$ cat config.mk
export PLATFORM = sky130hd
export DESIGN_NAME = duplex_key_matrix_scanner
export DESIGN_NICKNAME = d
export VERILOG_FILES = /design/src/design/dkms_pkg.sv /design/src/design/dkms_regs.sv /design/src/design/dkms_store.sv /design/src/design/dkms_ctrl.sv /design/src/design/duplex_key_matrix_scanner.sv
export SDC_FILE = /design/constraint.sdc
export NUM_CORES = 1
export LEC_CHECK = 0
export CAP_MARGIN = 20
export CORE_MARGIN = 3
export CORE_UTILIZATION = 29
export DETAILED_ROUTE_END_ITERATION = 10
export DONT_BUFFER_PORTS = 1
export GPL_ROUTABILITY_DRIVEN = 0
export SLEW_MARGIN = 25
export SYNTH_ARGS = -nofsm -noshare
export SYNTH_HDL_FRONTEND = slang
export SYNTH_SLANG_ARGS = --single-unit
export TNS_END_PERCENT = 5
$ cat constraint.sdc
create_clock -name clk -period 5.9 [get_ports clk]
set_clock_uncertainty 0.2 [all_clocks]
set_input_delay 1.18 -clock clk [delete_from_list [all_inputs] [get_ports clk]]
set_output_delay 1.18 -clock clk [all_outputs]
set_load 0.02 [all_outputs]
$ cat src/design/dkms_pkg.sv
// ----------------------------------------------------------------------------
// dkms_pkg: shared types for the duplex key matrix scanner
// Item and result structs, configuration struct, memory request bundle,
// sequencer states and the column search helper.
// ----------------------------------------------------------------------------
package dkms_pkg;

    localparam int ROWS_DEF       = 8;
    localparam int PHYS_COLS_DEF  = 8;
    localparam int LINE_W         = 4;
    localparam int ROW_BITS_W     = 16;
    localparam int PADDR_W        = 4;

    localparam logic [9:0] SETTLE_RST      = 10'd30;
    localparam logic [7:0] ROW_PRESENT_RST = 8'hFF;
    localparam logic [7:0] COL_PRESENT_RST = 8'hFF;

    localparam logic [1:0] REG_SETTLE      = 2'd0;
    localparam logic [1:0] REG_ROW_PRESENT = 2'd1;
    localparam logic [1:0] REG_COL_PRESENT = 2'd2;

    typedef struct packed {
        logic [7:0] col_levels;
        logic [7:0] row_levels;
        logic [2:0] read_row;
    } tick_t;

    typedef struct packed {
        logic [7:0]            row_drive;
        logic [7:0]            col_drive;
        logic                  scan_done;
        logic                  matrix_changed;
        logic [ROW_BITS_W-1:0] row_bits;
    } res_t;

    typedef struct packed {
        logic [9:0] settle_ticks;
        logic [7:0] row_present;
        logic [7:0] col_present;
    } cfg_t;

    typedef struct packed {
        logic                  scr_rd_en;
        logic [LINE_W-1:0]     scr_rd_addr;
        logic                  scr_wr_en;
        logic [LINE_W-1:0]     scr_wr_addr;
        logic [ROW_BITS_W-1:0] scr_wr_data;
        logic                  key_rd_en;
        logic [LINE_W-1:0]     key_rd_addr;
        logic                  key_wr_en;
        logic [LINE_W-1:0]     key_wr_addr;
        logic [ROW_BITS_W-1:0] key_wr_data;
    } mem_req_t;

    typedef struct packed {
        logic       found;
        logic [2:0] idx;
    } col_pick_t;

    typedef enum logic [2:0] {
        ST_IDLE,
        ST_COLWALK,
        ST_ENDWALK,
        ST_READ,
        ST_RESULT
    } state_t;

    function automatic logic bit_at(input logic [7:0] mask, input logic [LINE_W-1:0] idx);
        logic hit;
        hit = 1'b0;
        if (idx < LINE_W'(8))
        begin
            hit = mask[idx[2:0]];
        end
        return hit;
    endfunction

    function automatic col_pick_t first_col(input logic [7:0] mask, input logic [LINE_W-1:0] from);
        col_pick_t pick;
        pick = '0;
        for (int c = 7; c >= 0; c--)
        begin
            if (mask[c] && (LINE_W'(c) >= from))
            begin
                pick.found = 1'b1;
                pick.idx   = 3'(c);
            end
        end
        return pick;
    endfunction

endpackage

$ cat src/design/dkms_regs.sv
// ----------------------------------------------------------------------------
// dkms_regs: configuration register file
// APB-style write and read of settle time and row and column present masks.
// ----------------------------------------------------------------------------
module dkms_regs
(
    input  logic                          clk,
    input  logic                          rst_n,
    input  logic                          psel,
    input  logic                          penable,
    input  logic                          pwrite,
    input  logic [dkms_pkg::PADDR_W-1:0]  paddr,
    input  logic [31:0]                   pwdata,
    output logic [31:0]                   prdata,
    output logic                          pready,
    output dkms_pkg::cfg_t                cfg
);

    dkms_pkg::cfg_t cfg_reg;
    dkms_pkg::cfg_t cfg_next;
    logic           wr_en;

    assign pready = 1'b1;
    assign wr_en  = psel && penable && pwrite && pready;
    assign cfg    = cfg_reg;

    always_comb
    begin
        cfg_next = cfg_reg;
        if (wr_en)
        begin
            case (paddr[3:2])
                dkms_pkg::REG_SETTLE:      cfg_next.settle_ticks = pwdata[9:0];
                dkms_pkg::REG_ROW_PRESENT: cfg_next.row_present  = pwdata[7:0];
                dkms_pkg::REG_COL_PRESENT: cfg_next.col_present  = pwdata[7:0];
                default:                   cfg_next = cfg_reg;
            endcase
        end
    end

    always_comb
    begin
        case (paddr[3:2])
            dkms_pkg::REG_SETTLE:      prdata = {22'd0, cfg_reg.settle_ticks};
            dkms_pkg::REG_ROW_PRESENT: prdata = {24'd0, cfg_reg.row_present};
            dkms_pkg::REG_COL_PRESENT: prdata = {24'd0, cfg_reg.col_present};
            default:                   prdata = 32'd0;
        endcase
    end

    always_ff @(posedge clk or negedge rst_n)
    begin
        if (!rst_n)
        begin
            cfg_reg.settle_ticks <= dkms_pkg::SETTLE_RST;
            cfg_reg.row_present  <= dkms_pkg::ROW_PRESENT_RST;
            cfg_reg.col_present  <= dkms_pkg::COL_PRESENT_RST;
        end
        else
        begin
            cfg_reg <= cfg_next;
        end
    end

endmodule

$ cat src/design/dkms_store.sv
// ----------------------------------------------------------------------------
// dkms_store: scratch row memory and key matrix memory
// Two single-port-write, registered-read memories; key rows read as zero
// until first written.
// ----------------------------------------------------------------------------
module dkms_store
#(
    parameter int ROWS = dkms_pkg::ROWS_DEF
)
(
    input  logic                                clk,
    input  logic                                rst_n,
    input  dkms_pkg::mem_req_t                  req,
    output logic [dkms_pkg::ROW_BITS_W-1:0]     scr_rdata,
    output logic [dkms_pkg::ROW_BITS_W-1:0]     key_rdata
);

    localparam int ROW_W = (ROWS > 1) ? $clog2(ROWS) : 1;

    logic [dkms_pkg::ROW_BITS_W-1:0] scr_mem [ROWS];
    logic [dkms_pkg::ROW_BITS_W-1:0] key_mem [ROWS];
    logic [dkms_pkg::ROW_BITS_W-1:0] scr_rdata_reg;
    logic [dkms_pkg::ROW_BITS_W-1:0] key_rdata_reg;
    logic [ROWS-1:0]                 key_vld_reg;
    logic                            key_rvld_reg;

    always_ff @(posedge clk)
    begin
        if (req.scr_wr_en)
        begin
            scr_mem[req.scr_wr_addr[ROW_W-1:0]] <= req.scr_wr_data;
        end
        if (req.scr_rd_en)
        begin
            scr_rdata_reg <= scr_mem[req.scr_rd_addr[ROW_W-1:0]];
        end
    end

    always_ff @(posedge clk)
    begin
        if (req.key_wr_en)
        begin
            key_mem[req.key_wr_addr[ROW_W-1:0]] <= req.key_wr_data;
        end
        if (req.key_rd_en)
        begin
            key_rdata_reg <= key_mem[req.key_rd_addr[ROW_W-1:0]];
        end
    end

    always_ff @(posedge clk or negedge rst_n)
    begin
        if (!rst_n)
        begin
            key_vld_reg  <= '0;
            key_rvld_reg <= 1'b0;
        end
        else
        begin
            if (req.key_wr_en)
            begin
                key_vld_reg[req.key_wr_addr[ROW_W-1:0]] <= 1'b1;
            end
            if (req.key_rd_en)
            begin
                key_rvld_reg <= key_vld_reg[req.key_rd_addr[ROW_W-1:0]];
            end
        end
    end

    assign scr_rdata = scr_rdata_reg;
    assign key_rdata = key_rvld_reg ? key_rdata_reg : '0;

endmodule

$ cat src/design/dkms_ctrl.sv
// ----------------------------------------------------------------------------
// dkms_ctrl: scan sequencer
// Times each line, samples pins, walks the scratch rows for the column pass
// and the end-of-scan copy, and builds the result item.
// ----------------------------------------------------------------------------
module dkms_ctrl
#(
    parameter int ROWS           = dkms_pkg::ROWS_DEF,
    parameter int PHYS_COL_COUNT = dkms_pkg::PHYS_COLS_DEF
)
(
    input  logic                             clk,
    input  logic                             rst_n,
    input  dkms_pkg::cfg_t                   cfg,
    input  logic                             tick_valid,
    output logic                             tick_ready,
    input  dkms_pkg::tick_t                  tick,
    output logic                             res_valid,
    input  logic                             res_ready,
    output dkms_pkg::res_t                   res,
    output dkms_pkg::mem_req_t               req,
    input  logic [dkms_pkg::ROW_BITS_W-1:0]  scr_rdata,
    input  logic [dkms_pkg::ROW_BITS_W-1:0]  key_rdata
);

    localparam int ROW_W  = (ROWS > 1) ? $clog2(ROWS) : 1;
    localparam int CNT_W  = $clog2(ROWS + 1);
    localparam int LW     = dkms_pkg::LINE_W;
    localparam logic [7:0] PHYS_MASK = 8'((16'd1 << PHYS_COL_COUNT) - 16'd1);

    dkms_pkg::state_t    state_reg, state_next;
    logic                pass_reg, pass_next;
    logic [LW-1:0]       line_reg, line_next;
    logic [9:0]          settle_reg, settle_next;
    logic [7:0]          rows_reg, rows_next;
    logic [2:0]          rd_reg, rd_next;
    logic [2:0]          col_reg, col_next;
    logic                end_reg, end_next;
    logic                done_reg, done_next;
    logic                chg_reg, chg_next;
    logic [CNT_W-1:0]    cnt_reg, cnt_next;
    logic                wb_vld_reg, wb_vld_next;
    logic [ROW_W-1:0]    wb_idx_reg, wb_idx_next;
    logic                res_valid_reg, res_valid_next;
    dkms_pkg::res_t      res_reg, res_next;

    logic                accept;
    logic                sample;
    logic [7:0]          col_mask;
    dkms_pkg::col_pick_t pick_first;
    dkms_pkg::col_pick_t pick_next;
    logic                row_last;
    logic                col_here;
    logic                end_scan;
    logic                walking;
    logic                walk_issue;
    logic                walk_last;
    logic                rd_in_range;
    logic                res_load;
    logic                hit;

    assign accept      = tick_valid && tick_ready;
    assign tick_ready  = (state_reg == dkms_pkg::ST_IDLE);
    assign sample      = ({1'b0, settle_reg} + 11'd1) >= {1'b0, cfg.settle_ticks};
    assign col_mask    = cfg.col_present & PHYS_MASK;
    assign pick_first  = dkms_pkg::first_col(col_mask, '0);
    assign pick_next   = dkms_pkg::first_col(col_mask, line_reg + LW'(1));
    assign row_last    = ({1'b0, line_reg} + 5'd1) >= 5'(ROWS);
    assign col_here    = dkms_pkg::bit_at(col_mask, line_reg);
    assign end_scan    = pass_reg ? !pick_next.found : (row_last && !pick_first.found);
    assign walking     = (state_reg == dkms_pkg::ST_COLWALK) || (state_reg == dkms_pkg::ST_ENDWALK);
    assign walk_issue  = walking && (cnt_reg < CNT_W'(ROWS));
    assign walk_last   = walking && (cnt_reg == CNT_W'(ROWS));
    assign rd_in_range = {2'b00, rd_reg} < 5'(ROWS);
    assign res_load    = (state_reg == dkms_pkg::ST_RESULT) && (!res_valid_reg || res_ready);
    assign hit         = dkms_pkg::bit_at(cfg.row_present & ~rows_reg, LW'(wb_idx_reg));

    always_comb
    begin
        state_next = state_reg;
        case (state_reg)
            dkms_pkg::ST_IDLE:
            begin
                if (accept)
                begin
                    if (!sample)
                    begin
                        state_next = dkms_pkg::ST_READ;
                    end
                    else if (pass_reg && col_here)
                    begin
                        state_next = dkms_pkg::ST_COLWALK;
                    end
                    else if (end_scan)
                    begin
                        state_next = dkms_pkg::ST_ENDWALK;
                    end
                    else
                    begin
                        state_next = dkms_pkg::ST_READ;
                    end
                end
            end
            dkms_pkg::ST_COLWALK:
            begin
                if (walk_last)
                begin
                    state_next = end_reg ? dkms_pkg::ST_ENDWALK : dkms_pkg::ST_READ;
                end
            end
            dkms_pkg::ST_ENDWALK:
            begin
                if (walk_last)
                begin
                    state_next = dkms_pkg::ST_READ;
                end
            end
            dkms_pkg::ST_READ:   state_next = dkms_pkg::ST_RESULT;
            dkms_pkg::ST_RESULT:
            begin
                if (res_load)
                begin
                    state_next = dkms_pkg::ST_IDLE;
                end
            end
            default:             state_next = dkms_pkg::ST_IDLE;
        endcase
    end

    always_comb
    begin
        pass_next   = pass_reg;
        line_next   = line_reg;
        settle_next = settle_reg;
        rows_next   = rows_reg;
        rd_next     = rd_reg;
        col_next    = col_reg;
        end_next    = end_reg;
        done_next   = done_reg;
        chg_next    = chg_reg;
        cnt_next    = '0;
        wb_vld_next = 1'b0;
        wb_idx_next = wb_idx_reg;

        if (accept)
        begin
            rows_next = tick.row_levels;
            rd_next   = tick.read_row;
            done_next = 1'b0;
            chg_next  = 1'b0;
            end_next  = 1'b0;
            if (!sample)
            begin
                settle_next = settle_reg + 10'd1;
            end
            else
            begin
                settle_next = '0;
                end_next    = end_scan;
                done_next   = end_scan;
                if (!pass_reg)
                begin
                    line_next = line_reg + LW'(1);
                    if (row_last && pick_first.found)
                    begin
                        pass_next = 1'b1;
                        line_next = LW'(pick_first.idx);
                    end
                end
                else
                begin
                    col_next  = line_reg[2:0];
                    line_next = LW'(pick_next.idx);
                end
                if (end_scan)
                begin
                    pass_next = 1'b0;
                    line_next = '0;
                end
            end
        end

        if (walking)
        begin
            cnt_next    = walk_issue ? cnt_reg + CNT_W'(1) : '0;
            wb_vld_next = walk_issue;
            wb_idx_next = cnt_reg[ROW_W-1:0];
        end

        if ((state_reg == dkms_pkg::ST_ENDWALK) && wb_vld_reg && (key_rdata != scr_rdata))
        begin
            chg_next = 1'b1;
        end
    end

    always_comb
    begin
        req = '0;
        case (state_reg)
            dkms_pkg::ST_IDLE:
            begin
                req.scr_wr_en   = accept && sample && !pass_reg;
                req.scr_wr_addr = line_reg;
                req.scr_wr_data = {8'd0, ~tick.col_levels & col_mask};
            end
            dkms_pkg::ST_COLWALK:
            begin
                req.scr_rd_en   = walk_issue;
                req.scr_rd_addr = LW'(cnt_reg);
                req.scr_wr_en   = wb_vld_reg;
                req.scr_wr_addr = LW'(wb_idx_reg);
                req.scr_wr_data = scr_rdata
                                | (hit ? 16'(16'd1 << (5'd8 + {2'b00, col_reg})) : 16'd0);
            end
            dkms_pkg::ST_ENDWALK:
            begin
                req.scr_rd_en   = walk_issue;
                req.scr_rd_addr = LW'(cnt_reg);
                req.key_rd_en   = walk_issue;
                req.key_rd_addr = LW'(cnt_reg);
                req.key_wr_en   = wb_vld_reg;
                req.key_wr_addr = LW'(wb_idx_reg);
                req.key_wr_data = scr_rdata;
            end
            dkms_pkg::ST_READ:
            begin
                req.key_rd_en   = 1'b1;
                req.key_rd_addr = rd_in_range ? LW'(rd_reg) : '0;
            end
            default:
            begin
                req = '0;
            end
        endcase
    end

    always_comb
    begin
        res_next       = res_reg;
        res_valid_next = res_valid_reg;
        if (res_load)
        begin
            res_valid_next         = 1'b1;
            res_next.row_drive     = (!pass_reg && dkms_pkg::bit_at(cfg.row_present, line_reg))
                                     ? 8'(8'd1 << line_reg[2:0]) : 8'd0;
            res_next.col_drive     = (pass_reg && dkms_pkg::bit_at(col_mask, line_reg))
                                     ? 8'(8'd1 << line_reg[2:0]) : 8'd0;
            res_next.scan_done     = done_reg;
            res_next.matrix_changed = done_reg && chg_reg;
            res_next.row_bits      = rd_in_range ? key_rdata : '0;
        end
        else if (res_ready)
        begin
            res_valid_next = 1'b0;
        end
    end

    always_ff @(posedge clk or negedge rst_n)
    begin
        if (!rst_n)
        begin
            state_reg     <= dkms_pkg::ST_IDLE;
            pass_reg      <= 1'b0;
            line_reg      <= '0;
            settle_reg    <= '0;
            end_reg       <= 1'b0;
            done_reg      <= 1'b0;
            chg_reg       <= 1'b0;
            cnt_reg       <= '0;
            wb_vld_reg    <= 1'b0;
            res_valid_reg <= 1'b0;
        end
        else
        begin
            state_reg     <= state_next;
            pass_reg      <= pass_next;
            line_reg      <= line_next;
            settle_reg    <= settle_next;
            end_reg       <= end_next;
            done_reg      <= done_next;
            chg_reg       <= chg_next;
            cnt_reg       <= cnt_next;
            wb_vld_reg    <= wb_vld_next;
            res_valid_reg <= res_valid_next;
        end
    end

    always_ff @(posedge clk)
    begin
        rows_reg   <= rows_next;
        rd_reg     <= rd_next;
        col_reg    <= col_next;
        wb_idx_reg <= wb_idx_next;
        res_reg    <= res_next;
    end

    assign res_valid = res_valid_reg;
    assign res       = res_reg;

endmodule

$ cat src/design/duplex_key_matrix_scanner.sv
// ----------------------------------------------------------------------------
// duplex_key_matrix_scanner: diode-less duplex key matrix scanner
// Each tick item carries sampled pin levels; each result item carries the
// next drive masks, scan flags and one key matrix row.
//
// Usage:
//   tick channel (tick_valid/tick_ready/tick): one item per scan tick with
//   the column and row pin levels seen during that tick and a row index.
//   res channel (res_valid/res_ready/res): exactly one item per tick item,
//   with the drive for the next tick and key matrix row read_row after it.
//   APB port: settle_ticks at 0x0, row_present at 0x4, col_present at 0x8.
// Sequencing: one item at a time. A tick that only counts settle time
//   passes through the read and result states; a column sample adds a
//   read-modify-write walk over the scratch memory; the end of a scan adds
//   a compare and copy walk into the key matrix memory.
// Reset: registers take their defaults, the scan restarts at row 0 and the
//   key matrix reads as zero; no clearing pass is needed.
// Stall: a result waits in the output register while the next tick is
//   accepted; the following result holds until res_ready frees it.
// ----------------------------------------------------------------------------
module duplex_key_matrix_scanner
#(
    parameter int ROWS           = dkms_pkg::ROWS_DEF,
    parameter int PHYS_COL_COUNT = dkms_pkg::PHYS_COLS_DEF
)
(
    input  logic                         clk,
    input  logic                         rst_n,
    input  logic                         tick_valid,
    output logic                         tick_ready,
    input  dkms_pkg::tick_t              tick,
    output logic                         res_valid,
    input  logic                         res_ready,
    output dkms_pkg::res_t               res,
    input  logic                         psel,
    input  logic                         penable,
    input  logic                         pwrite,
    input  logic [dkms_pkg::PADDR_W-1:0] paddr,
    input  logic [31:0]                  pwdata,
    output logic [31:0]                  prdata,
    output logic                         pready
);

    dkms_pkg::cfg_t                  cfg;
    dkms_pkg::mem_req_t              req;
    logic [dkms_pkg::ROW_BITS_W-1:0] scr_rdata;
    logic [dkms_pkg::ROW_BITS_W-1:0] key_rdata;

    dkms_regs u_regs
    (
        .clk     (clk),
        .rst_n   (rst_n),
        .psel    (psel),
        .penable (penable),
        .pwrite  (pwrite),
        .paddr   (paddr),
        .pwdata  (pwdata),
        .prdata  (prdata),
        .pready  (pready),
        .cfg     (cfg)
    );

    dkms_store
    #(
        .ROWS (ROWS)
    )
    u_store
    (
        .clk       (clk),
        .rst_n     (rst_n),
        .req       (req),
        .scr_rdata (scr_rdata),
        .key_rdata (key_rdata)
    );

    dkms_ctrl
    #(
        .ROWS           (ROWS),
        .PHYS_COL_COUNT (PHYS_COL_COUNT)
    )
    u_ctrl
    (
        .clk        (clk),
        .rst_n      (rst_n),
        .cfg        (cfg),
        .tick_valid (tick_valid),
        .tick_ready (tick_ready),
        .tick       (tick),
        .res_valid  (res_valid),
        .res_ready  (res_ready),
        .res        (res),
        .req        (req),
        .scr_rdata  (scr_rdata),
        .key_rdata  (key_rdata)
    );

endmodule

==> results of run 1 <==
==> kinds of logic after synthesis <==
group / after synthesis / share of synthesized area, %
AND/OR/NAND/NOR: 503 / 13.4
flip-flops: 400 / 66.7
AO/OA/AOI/OAI: 196 / 6.99
buffers and inverters: 139 / 3.55
multiplexers: 107 / 6.79
adder cells (fa/ha/maj): 22 / 1.57
XOR/XNOR: 20 / 0.996
other: 2 / 0.0427
==> stage by stage <==
stage	setup WS, ps	utilization (%)	hold WS [ps]	std cells
final	1040	33.4	103	2194
after floorplan	1740	-	223	1410
after global routing	632	33.4	65.2	2193
after detailed placement	1050	31.1	257	2117
after global placement	1130	31.1	251	2117
after CTS	1010	33.4	65.6	2192
==> cell usage in the layout (no fill, tap or decap), types with 5 or more instances in the layout <==
cell	Yosys	routed
dfstp_2	20	20
or3_1	5	5
clkbuf_1	58	7
nand2b_1	9	9
a31oi_1	12	12
mux2i_1	44	44
nand3b_1	7	7
o21ai_0	85	85
clkinv_1	1	8
clkbuf_16	0	42
conb_1	2	23
nor2_1	40	36
nand2_1	236	234
xor2_1	9	9
nand4_1	7	7
mux2_2	59	59
clkinv_2	0	9
nand3_1	93	93
inv_1	40	40
and3_1	22	22
xnor2_1	11	11
nor2b_1	6	5
buf_4	25	32
o22ai_1	24	24
dfrtp_1	41	41
edfxtp_1	339	339
nor3_2	0	8
a21oi_1	20	18
and2_1	31	30
a22oi_1	8	8
a32o_1	10	10
ha_1	22	22
a22o_1	7	7
or2_2	9	9
nor3_1	18	10
nor3b_2	0	5
==> routing by layer <==
metal	wire length, um	GRT usage (%)
met3	2480	2.82
met4	771	3.76
met1	19200	18.1
met2	20900	22.1
met5	16	0
==> layout make-up <==
class / instances / area share (%)
sequential: 400 / 59.1
multi-input combinational: 871 / 27.4
clock buffer: 49 / 5.42
tap: 773 / 4.87
clock inverter: 26 / 1.25
timing repair buffer: 32 / 1.21
inverter: 41 / 0.775
antenna: 2 / 0.0252
==> power groups by stage <==
stage          clock network, W  logic [W]  registers [W]
2_1_floorplan                 0    0.00199        0.00417
3_3_place_gp                  0    0.00257        0.00449
3_5_place_dp                  0    0.00263        0.00451
4_1_cts                 0.00265    0.00264        0.00446
5_1_grt                 0.00276    0.00292        0.00451
6_report                0.00258    0.00263        0.00446
==> worst max-delay path by stage <==
stage               slack, ps               endpoint  depth (start not counted)                  from
finish                   1040  u_store.scr_mem[5][3]                         13  u_ctrl.settle_reg[2]
global route              630  u_store.scr_mem[5][2]                         13  u_ctrl.settle_reg[2]
CTS                      1010  u_store.scr_mem[5][2]                         13  u_ctrl.settle_reg[2]
detailed placement       1050  u_store.scr_mem[5][5]                         13  u_ctrl.settle_reg[2]
global placement         1130  u_store.scr_mem[5][5]                         13  u_ctrl.settle_reg[2]
floorplan                1740  u_store.scr_mem[0][0]                         12  u_ctrl.settle_reg[2]
==> critical path: cells and delay by family, from the launching register on <==
family	cells	cell delay [ps]
DFF	1	440
adders and majority gates	1	290
xor gates and xnor gates	1	140
buffers and inverters	2	420
AOI/OAI and AO/OA	3	1110
and+or+nand+nor	6	1950
==> results.sh, run 1 <==
export IMPL_postCtsSetupBuffers=0
export IMPL_fill_cells=5817
export IMPL_crit_type="register to register"
export IMPL_yosysSeqAreaShare_pct=66.7
export IMPL_cts_root_buf="clkbuf_16"
export IMPL_p_leak_nw=7.18
export IMPL_tritoncts="done"
export IMPL_critPathLaunchType="register"
export IMPL_finalInstanceArea_sq_um=19900
export IMPL_fin_crit_ps=4860
export IMPL_synthArstFlopShare_pct=15.3
export IMPL_ctsResizeCount=0
export IMPL_hp_class="input port to asynchronous set/reset pin"
export IMPL_p_sw_w=0.00343
export IMPL_max_stage_delay_ps=900
export IMPL_htreeDepth=2
export IMPL_grt_pass1_vias=10500
export IMPL_numPortBuffers=0
export IMPL_cp_required_ps=5970
export IMPL_hold_buffers=0
export IMPL_nets=1472
export IMPL_insertion_delay_ps=580
export IMPL_cp_slowest_cell="nor3b_2"
export IMPL_grt_pass1_wl_um=65400
export IMPL_layout_drive_gt1_share_pct=15.1
export IMPL_peakVddDrop_mv=0.249
export IMPL_start_util_pct=29.6
export IMPL_cts_clk_slew_worst_paths_ps=60
export IMPL_ff2ff_path_depth=13
export IMPL_drc=0
export IMPL_placed_area_sq_um=18500
export IMPL_hold_violations=0
export IMPL_vias_per_cell=4.93
export IMPL_syn_area_sq_um=17600
export IMPL_relSlewSlack_pct=34.6
export IMPL_clockBufferDepth=3
export IMPL_area_growth_pct=12.9
export IMPL_crit_arrival_ps=4930
export IMPL_multi_input_area_sq_um=5430
export IMPL_dr_pass1_iters=5
export IMPL_synth_area_leader_cell="edfxtp_1"
export IMPL_vias=10800
export IMPL_crit_chain="and2_1, nand4_1, nor2_1, and3_1, xnor2_1, inv_1, ha_1, nor2b_1, a311o_1, a41o_1, a32oi_1, nor3b_2, buf_4"
export IMPL_switching_share_pct=35.4
export IMPL_core_sq_um=59500
export IMPL_worst_pin_slew_ps=982
export IMPL_power_w=0.00968
export IMPL_antenna_found_initial=4
export IMPL_overflow=0
export IMPL_netlist_top_cells_count="339 x edfxtp_1, 236 x nand2_1, 93 x nand3_1"
export IMPL_wl_per_cell_um=19.8
export IMPL_synth_most_common_cell="edfxtp_1"
export IMPL_synth_top_area_share_pct=57.9
export IMPL_seq_power_share_pct=46.1
export IMPL_seq_area_sq_um=11700
export IMPL_intPower_w=0.00625
export IMPL_tns_ps=0
export IMPL_combinationalPowerShare_pct=27.2
export IMPL_synth_seq_cells=400
export IMPL_grtUsageTotal_pct=13.4
export IMPL_slew_viol_final=0
export IMPL_drtIter0Drc=954
export IMPL_clkSinkCount=400
export IMPL_wl_um=43400
export IMPL_maxCapViolations=0
export IMPL_grt_max_degree=68
export IMPL_netlist_instances=1389
export IMPL_r2r_end="u_store.scr_mem[5][3]"
export IMPL_ys_types=61
export IMPL_die_x_um=252
export IMPL_ios=131
export IMPL_setup_viol=0
export IMPL_die_h_um=252
export IMPL_status="completed"
export IMPL_ant_nets=0
export IMPL_synth_edff_count=339
export IMPL_fin_crit_sh_pct=82.4
export IMPL_die_area_sq_um=63600
export IMPL_crit_path_max_fanout=16
export IMPL_power_density_nw_per_um2=487
export IMPL_end_kind="register"
export IMPL_yosys_top_cells_area="edfxtp_1 58%, dfrtp_1 5.8%, nand2_1 5.0%"
export IMPL_regToRegSetupSlack_ps=1040
export IMPL_cts_buffers=42
export IMPL_rr_startpoint="u_ctrl.settle_reg[2]"
export IMPL_rsz0062_at_grt="no"
export IMPL_clkPwrFrac_pct=26.7
export IMPL_rows=89
export IMPL_yosysWarnings=0
export IMPL_hpwl_um=27200
export IMPL_fmax_mhz=206
export IMPL_synth_ff_type="edfxtp_1"
export IMPL_syn_avg_cell_area_sq_um=12.7
No activity file was read; power rests on OpenSTA's default activity.
==> inputs of run 2 (changes only) <==
==> constraint.sdc (replaced) <==
create_clock -name clk -period 3.95 [get_ports clk]
set_clock_uncertainty 0.2 [all_clocks]
set_input_delay 0.79 -clock clk [delete_from_list [all_inputs] [get_ports clk]]
set_output_delay 0.79 -clock clk [all_outputs]
set_load 0.02 [all_outputs]
==> run 2 against run 1 <==
- cell area is 1.3% higher
- sequential power is 50% higher
- combinational power is 57% higher
- core utilization is 0.44 points higher
- flip-flop and latch count stayed put
- first-iteration DRC count is 7.9% lower
- clock power is 47% higher
- fmax is 32% higher
- die area stayed put
- clock-buffer cell count is 6 higher
- critical endpoint is now u_store.scr_mem[3][12]
==> results.sh, run 2 (synthesis gave the netlist of run 1 again) <==
export IMPL_status="completed"
export IMPL_layout_drive_gt1_share_pct=16.2
export IMPL_crit_chain="ha_1, nand4_1, nor2_1, xor2_1, ha_1, a21oi_1, nor2b_1, a311o_1, a41o_1, a32oi_1, buf_4, buf_4, nor2_1, buf_12"
export IMPL_cp_slowest_cell="dfrtp_1"
export IMPL_fin_cells=2226
export IMPL_wl_per_cell_um=19.7
export IMPL_cts_root_buf="clkbuf_16"
export IMPL_rsz0062_at_grt="no"
export IMPL_hpwl_um=27900
export IMPL_grtUsageTotal_pct=13.6
export IMPL_fin_crit_sh_pct=93.6
export IMPL_die_area_sq_um=63600
export IMPL_crit_type="register to register"
export IMPL_mostFrequentLayoutCell="edfxtp_1"
export IMPL_fin_crit_ps=3700
export IMPL_area_growth_pct=14.4
export IMPL_layout_common_cells="339 x edfxtp_1, 234 x nand2_1, 93 x nand3_1, 85 x o21ai_0, 59 x mux2_2"
export IMPL_hold_depth=0
export IMPL_die_h_um=252
export IMPL_power_w=0.0146
export IMPL_grt_max_degree=68
export IMPL_cts_buffers=44
export IMPL_vias=11000
export IMPL_start_util_pct=29.6
export IMPL_peakVddDrop_mv=0.508
export IMPL_fmax_mhz=271
export IMPL_clockBufferDepth=3
export IMPL_grt_pass1_wl_um=66500
export IMPL_overflow=0
export IMPL_drc=0
export IMPL_cp_depth=14
export IMPL_clkSinkCount=400
export IMPL_setup_viol=0
export IMPL_drtIter0Drc=879
export IMPL_core_sq_um=59500
export IMPL_grt_pass1_vias=10500
export IMPL_nets=1502
export IMPL_numPortBuffers=0
export IMPL_relSlewSlack_pct=28.7
export IMPL_critPathLaunchType="register"
export IMPL_critPathTopFamily="compound AO/OA/AOI/OAI gates"
export IMPL_ios=131
export IMPL_wl_um=43900
export IMPL_maxCapViolations=0
export IMPL_placed_area_sq_um=18700
export IMPL_ant_nets=0
export IMPL_crit_arrival_ps=3810
export IMPL_postCtsSetupBuffers=0
export IMPL_dr_pass1_iters=6
export IMPL_slew_viol_final=0
export IMPL_crit_path_max_fanout=12
export IMPL_cp_required_ps=4070
export IMPL_worst_pin_slew_ps=1070
export IMPL_hold_violations=0
export IMPL_rows=89
export IMPL_die_x_um=252
export IMPL_finalInstanceArea_sq_um=20100
export IMPL_tritoncts="done"
export IMPL_end_kind="register"
export IMPL_ff2ff_path_depth=14
export IMPL_power_density_nw_per_um2=725
export IMPL_hp_class="input port to register"
export IMPL_tns_ps=0
export IMPL_htreeDepth=2
export IMPL_antenna_found_initial=3
export IMPL_max_stage_delay_ps=410
export IMPL_p_leak_nw=7.34
export IMPL_vias_per_cell=4.93
export IMPL_insertion_delay_ps=570
export IMPL_dpl_cell_count=2143
export IMPL_cp_buffers_inverters=3
export IMPL_cts_clk_slew_worst_paths_ps=60
[run 2: layout make-up]
class | count | area (sq um)
fillers | 5817 | 39300
well taps | 773 | 967
clock inverters | 24 | 180
flip-flops and latches | 400 | 11700
repair buffers | 60 | 514
inverters | 41 | 154
multi-input cells | 871 | 5430
clock buffers | 55 | 1140
diodes | 2 | 5.00
[run 2: worst reg2reg max path, stage by stage, from the launching register on]
cell and delay, ps:
dfrtp_1 410, ha_1 260, nand4_1 150, nor2_1 200, xor2_1 200, ha_1 270
a21oi_1 130, nor2b_1 60, a311o_1 310, a41o_1 230, a32oi_1 270, buf_4 240
buf_4 160, nor2_1 140, buf_12 200
[run 2: metal layers]
| layer | track usage [%] | wire length, um |
|---|---|---|
| met5 | 0 | 13 |
| met4 | 4.07 | 925 |
| met3 | 2.51 | 2330 |
| met2 | 21.9 | 20700 |
| met1 | 18.9 | 19900 |
[run 2: repair_timing]
action,CTS,global route
hold buffers,2,0
resized for setup,0,2
setup endpoints to repair,0,25
hold endpoints to repair,61,0
[run 2: power breakdown]
part	switching (W)	total (W)	internal (W)
registers	0.000891	0.00668	0.00579
clock network	0.00165	0.00378	0.00213
logic	0.00264	0.00413	0.00149
[run 2: path summary, 6_finish.rpt]
kind,from,endpoint,slack (ps)
hold reg to reg,u_store.key_vld_reg[4],u_store.key_vld_reg[4],270
max in group asynchronous,rst_n,u_regs.cfg[3],2680
setup reg to reg,u_ctrl.settle_reg[0],u_store.scr_mem[3][12],250
min in group asynchronous,rst_n,u_regs.cfg[24],550
hold / removal,tick[1],u_ctrl.rd_reg[1],110
setup / recovery,u_ctrl.settle_reg[0],u_store.scr_mem[3][12],250
[run 2: stage by stage]
step,setup slack [ps],util [%],hold slack (ps)
after floorplan,-206,-,223
after global routing,4.08,33.8,80.7
after detailed placement,106,31.5,254
after global placement,-91.5,31.5,251
after CTS,55.6,33.8,80.4
final,254,33.8,109
==> inputs of run 3 (changes only) <==
--- a/config.mk
+++ b/config.mk
@@ -8,9 +8,11 @@
 export CAP_MARGIN = 20
 export CORE_MARGIN = 3
 export CORE_UTILIZATION = 29
+export CTS_BUF_LIST = sky130_fd_sc_hd__clkbuf_16
 export DETAILED_ROUTE_END_ITERATION = 10
 export DONT_BUFFER_PORTS = 1
 export GPL_ROUTABILITY_DRIVEN = 0
+export PLACE_DENSITY_LB_ADDON = 0.2
 export SLEW_MARGIN = 25
 export SYNTH_ARGS = -nofsm -noshare
 export SYNTH_HDL_FRONTEND = slang
==> run 3 against run 2 <==
- routed wire length up 9.6%
- final cell count up 0.72%
- critical endpoint is now u_store.scr_mem[7][10]
- critical path type unchanged
- critical path depth up 1
- fmax down 0.63%
- clock power up 12%
- flip-flop and latch count unchanged
- die area unchanged
- cell area up 1.4%
- power up 5.0%
==> results.sh, run 3 (synthesis gave the netlist of run 1 again) <==
export IMPL_status="completed"
export IMPL_timing_hold_ws_ps=96.6
export IMPL_cp_common_cell="buf_4"
export IMPL_fin_crit_sh_pct=94.2
export IMPL_ff2ff_path_depth=15
export IMPL_worst_pin_slew_ps=889
export IMPL_critPathLaunchType="register"
export IMPL_tns_ps=0
export IMPL_crit_type="register to register"
export IMPL_wl_per_cell_um=21.5
export IMPL_die_area_sq_um=63600
export IMPL_fin_crit_ps=3720
export IMPL_crit_chain="and2_1, nand4_1, nor2_1, and3_1, xnor2_1, inv_1, ha_1, nor2b_1, a311o_1, a41o_1, a32oi_1, buf_4, buf_4, nor3b_4, buf_4"
export IMPL_power_density_nw_per_um2=751
export IMPL_power_w=0.0153
export IMPL_crit_arrival_ps=3800
export IMPL_fin_cells=2242
export IMPL_r2r_end="u_store.scr_mem[7][10]"
export IMPL_drc=0
export IMPL_grt_pass1_vias=10900
export IMPL_placed_area_sq_um=18800
export IMPL_cts_root_buf="clkbuf_16"
export IMPL_dr_pass1_iters=5
export IMPL_crit_start="u_ctrl.settle_reg[3]"
export IMPL_hold_violations=0
export IMPL_nets=1516
export IMPL_overflow=0
export IMPL_cp_slowest_cell="nor3b_4"
export IMPL_dpl_cell_count=2155
export IMPL_grtUsageTotal_pct=15.0
export IMPL_layout_common_cells="339 x edfxtp_1, 234 x nand2_1, 93 x nand3_1, 85 x o21ai_0, 67 x buf_4"
export IMPL_hpwl_um=31200
export IMPL_cts_buffers=46
export IMPL_setup_viol=0
export IMPL_htreeDepth=2
export IMPL_end_kind="register"
export IMPL_tritoncts="done"
export IMPL_vias_per_cell=4.86
export IMPL_p_leak_nw=7.58
export IMPL_relSlewSlack_pct=40.7
export IMPL_drtIter0Drc=883
export IMPL_hold_depth=0
export IMPL_die_x_um=252
export IMPL_rows=89
export IMPL_fmax_mhz=269
export IMPL_cts_clk_slew_worst_paths_ps=60
export IMPL_die_h_um=252
export IMPL_numPortBuffers=0
export IMPL_clockBufferDepth=3
export IMPL_slew_viol_final=0
export IMPL_vias=10900
export IMPL_start_util_pct=29.6
export IMPL_critPathTopFamily="simple AND/OR/NAND/NOR gates"
export IMPL_layout_drive_gt1_share_pct=17.2
export IMPL_hp_class="input port to register"
export IMPL_core_sq_um=59500
export IMPL_postCtsSetupBuffers=0
export IMPL_hp_start="tick[10]"
export IMPL_cp_buffers_inverters=4
export IMPL_rr_startpoint="u_ctrl.settle_reg[3]"
export IMPL_antenna_found_initial=1
export IMPL_grt_max_degree=68
export IMPL_maxCapViolations=0
export IMPL_peakVddDrop_mv=0.347
export IMPL_wl_um=48100
export IMPL_insertion_delay_ps=590
export IMPL_max_stage_delay_ps=560
export IMPL_crit_path_max_fanout=9
export IMPL_ant_nets=0
export IMPL_mostFrequentLayoutCell="edfxtp_1"
export IMPL_grt_pass1_wl_um=71900
export IMPL_hold_path_end="u_ctrl.rows_reg[7]"
export IMPL_rsz0062_at_grt="no"
export IMPL_ios=131
export IMPL_cp_required_ps=4030
export IMPL_clkSinkCount=400
export IMPL_finalInstanceArea_sq_um=20400
export IMPL_n_antenna_cell=0
export IMPL_area_growth_pct=16.0
export IMPL_regToRegSetupSlack_ps=230
[run 3: report_power, final]
| group | leakage (nW) | switching (W) | internal (W) | total, W |
|---|---|---|---|---|
| combinational | 2.91 | 0.00280 | 0.00155 | 0.00435 |
| sequential | 3.87 | 0.000932 | 0.00579 | 0.00672 |
| clock | 0.801 | 0.00173 | 0.00252 | 0.00425 |
| total | 7.58 | 0.00546 | 0.00986 | 0.0153 |
[run 3: through the flow]
stage,util [%],worst slack [ps]
2_1_floorplan,-,-206
3_3_place_gp,31.7,1.10
3_5_place_dp,31.7,-20.2
4_1_cts,34.3,4.49
5_1_grt,34.3,44.7
6_report,34.3,231
[run 3: how the worst max path moves through the flow]
stage	to	cells past startpoint	slack, ps
after floorplan	u_store.scr_mem[0][0]	12	-210
after global placement	u_store.scr_mem[5][15]	13	1
after detailed placement	u_store.scr_mem[2][2]	12	-20
after CTS	u_store.scr_mem[4][10]	14	4
after global routing	u_store.scr_mem[5][10]	15	40
final	u_store.scr_mem[7][10]	15	230
[run 3: per-layer routing]
metal | vias to the layer above | track usage, % | share of wire (%) | wire length (um)
met5 | - | 0 | 0.029 | 14
met4 | 2 | 3.51 | 1.8 | 888
met3 | 63 | 2.47 | 4.7 | 2260
met2 | 245 | 24.0 | 46 | 22400
met1 | 5439 | 21.4 | 47 | 22600
li1 | 5136 | - | - | -
[run 3: worst reg2reg max path, cell delays in order (launching register included)]
cell and delay, ps:
dfrtp_1 340, and2_1 150, nand4_1 140, nor2_1 170
and3_1 190, xnor2_1 140, inv_1 70, ha_1 280
nor2b_1 130, a311o_1 120, a41o_1 150, a32oi_1 140
buf_4 200, buf_4 150, nor3b_4 560, buf_4 270
[run 3: what timing repair did]
| item | in CTS | in global routing |
|---|---|---|
| gates resized for setup | 3 | 0 |
| hold buffers | 2 | 0 |
| endpoints found under the setup margin | 14 | 0 |
| endpoints found under the hold margin | 61 | 0 |
[run 3: cell type report]
class / count / area [sq um]
inverter: 41 / 154
timing repair buffer: 72 / 601
multi-input combinational: 871 / 5440
clock buffer: 46 / 1150
tap: 773 / 967
fill: 5921 / 39100
clock inverter: 39 / 360
sequential: 400 / 11700
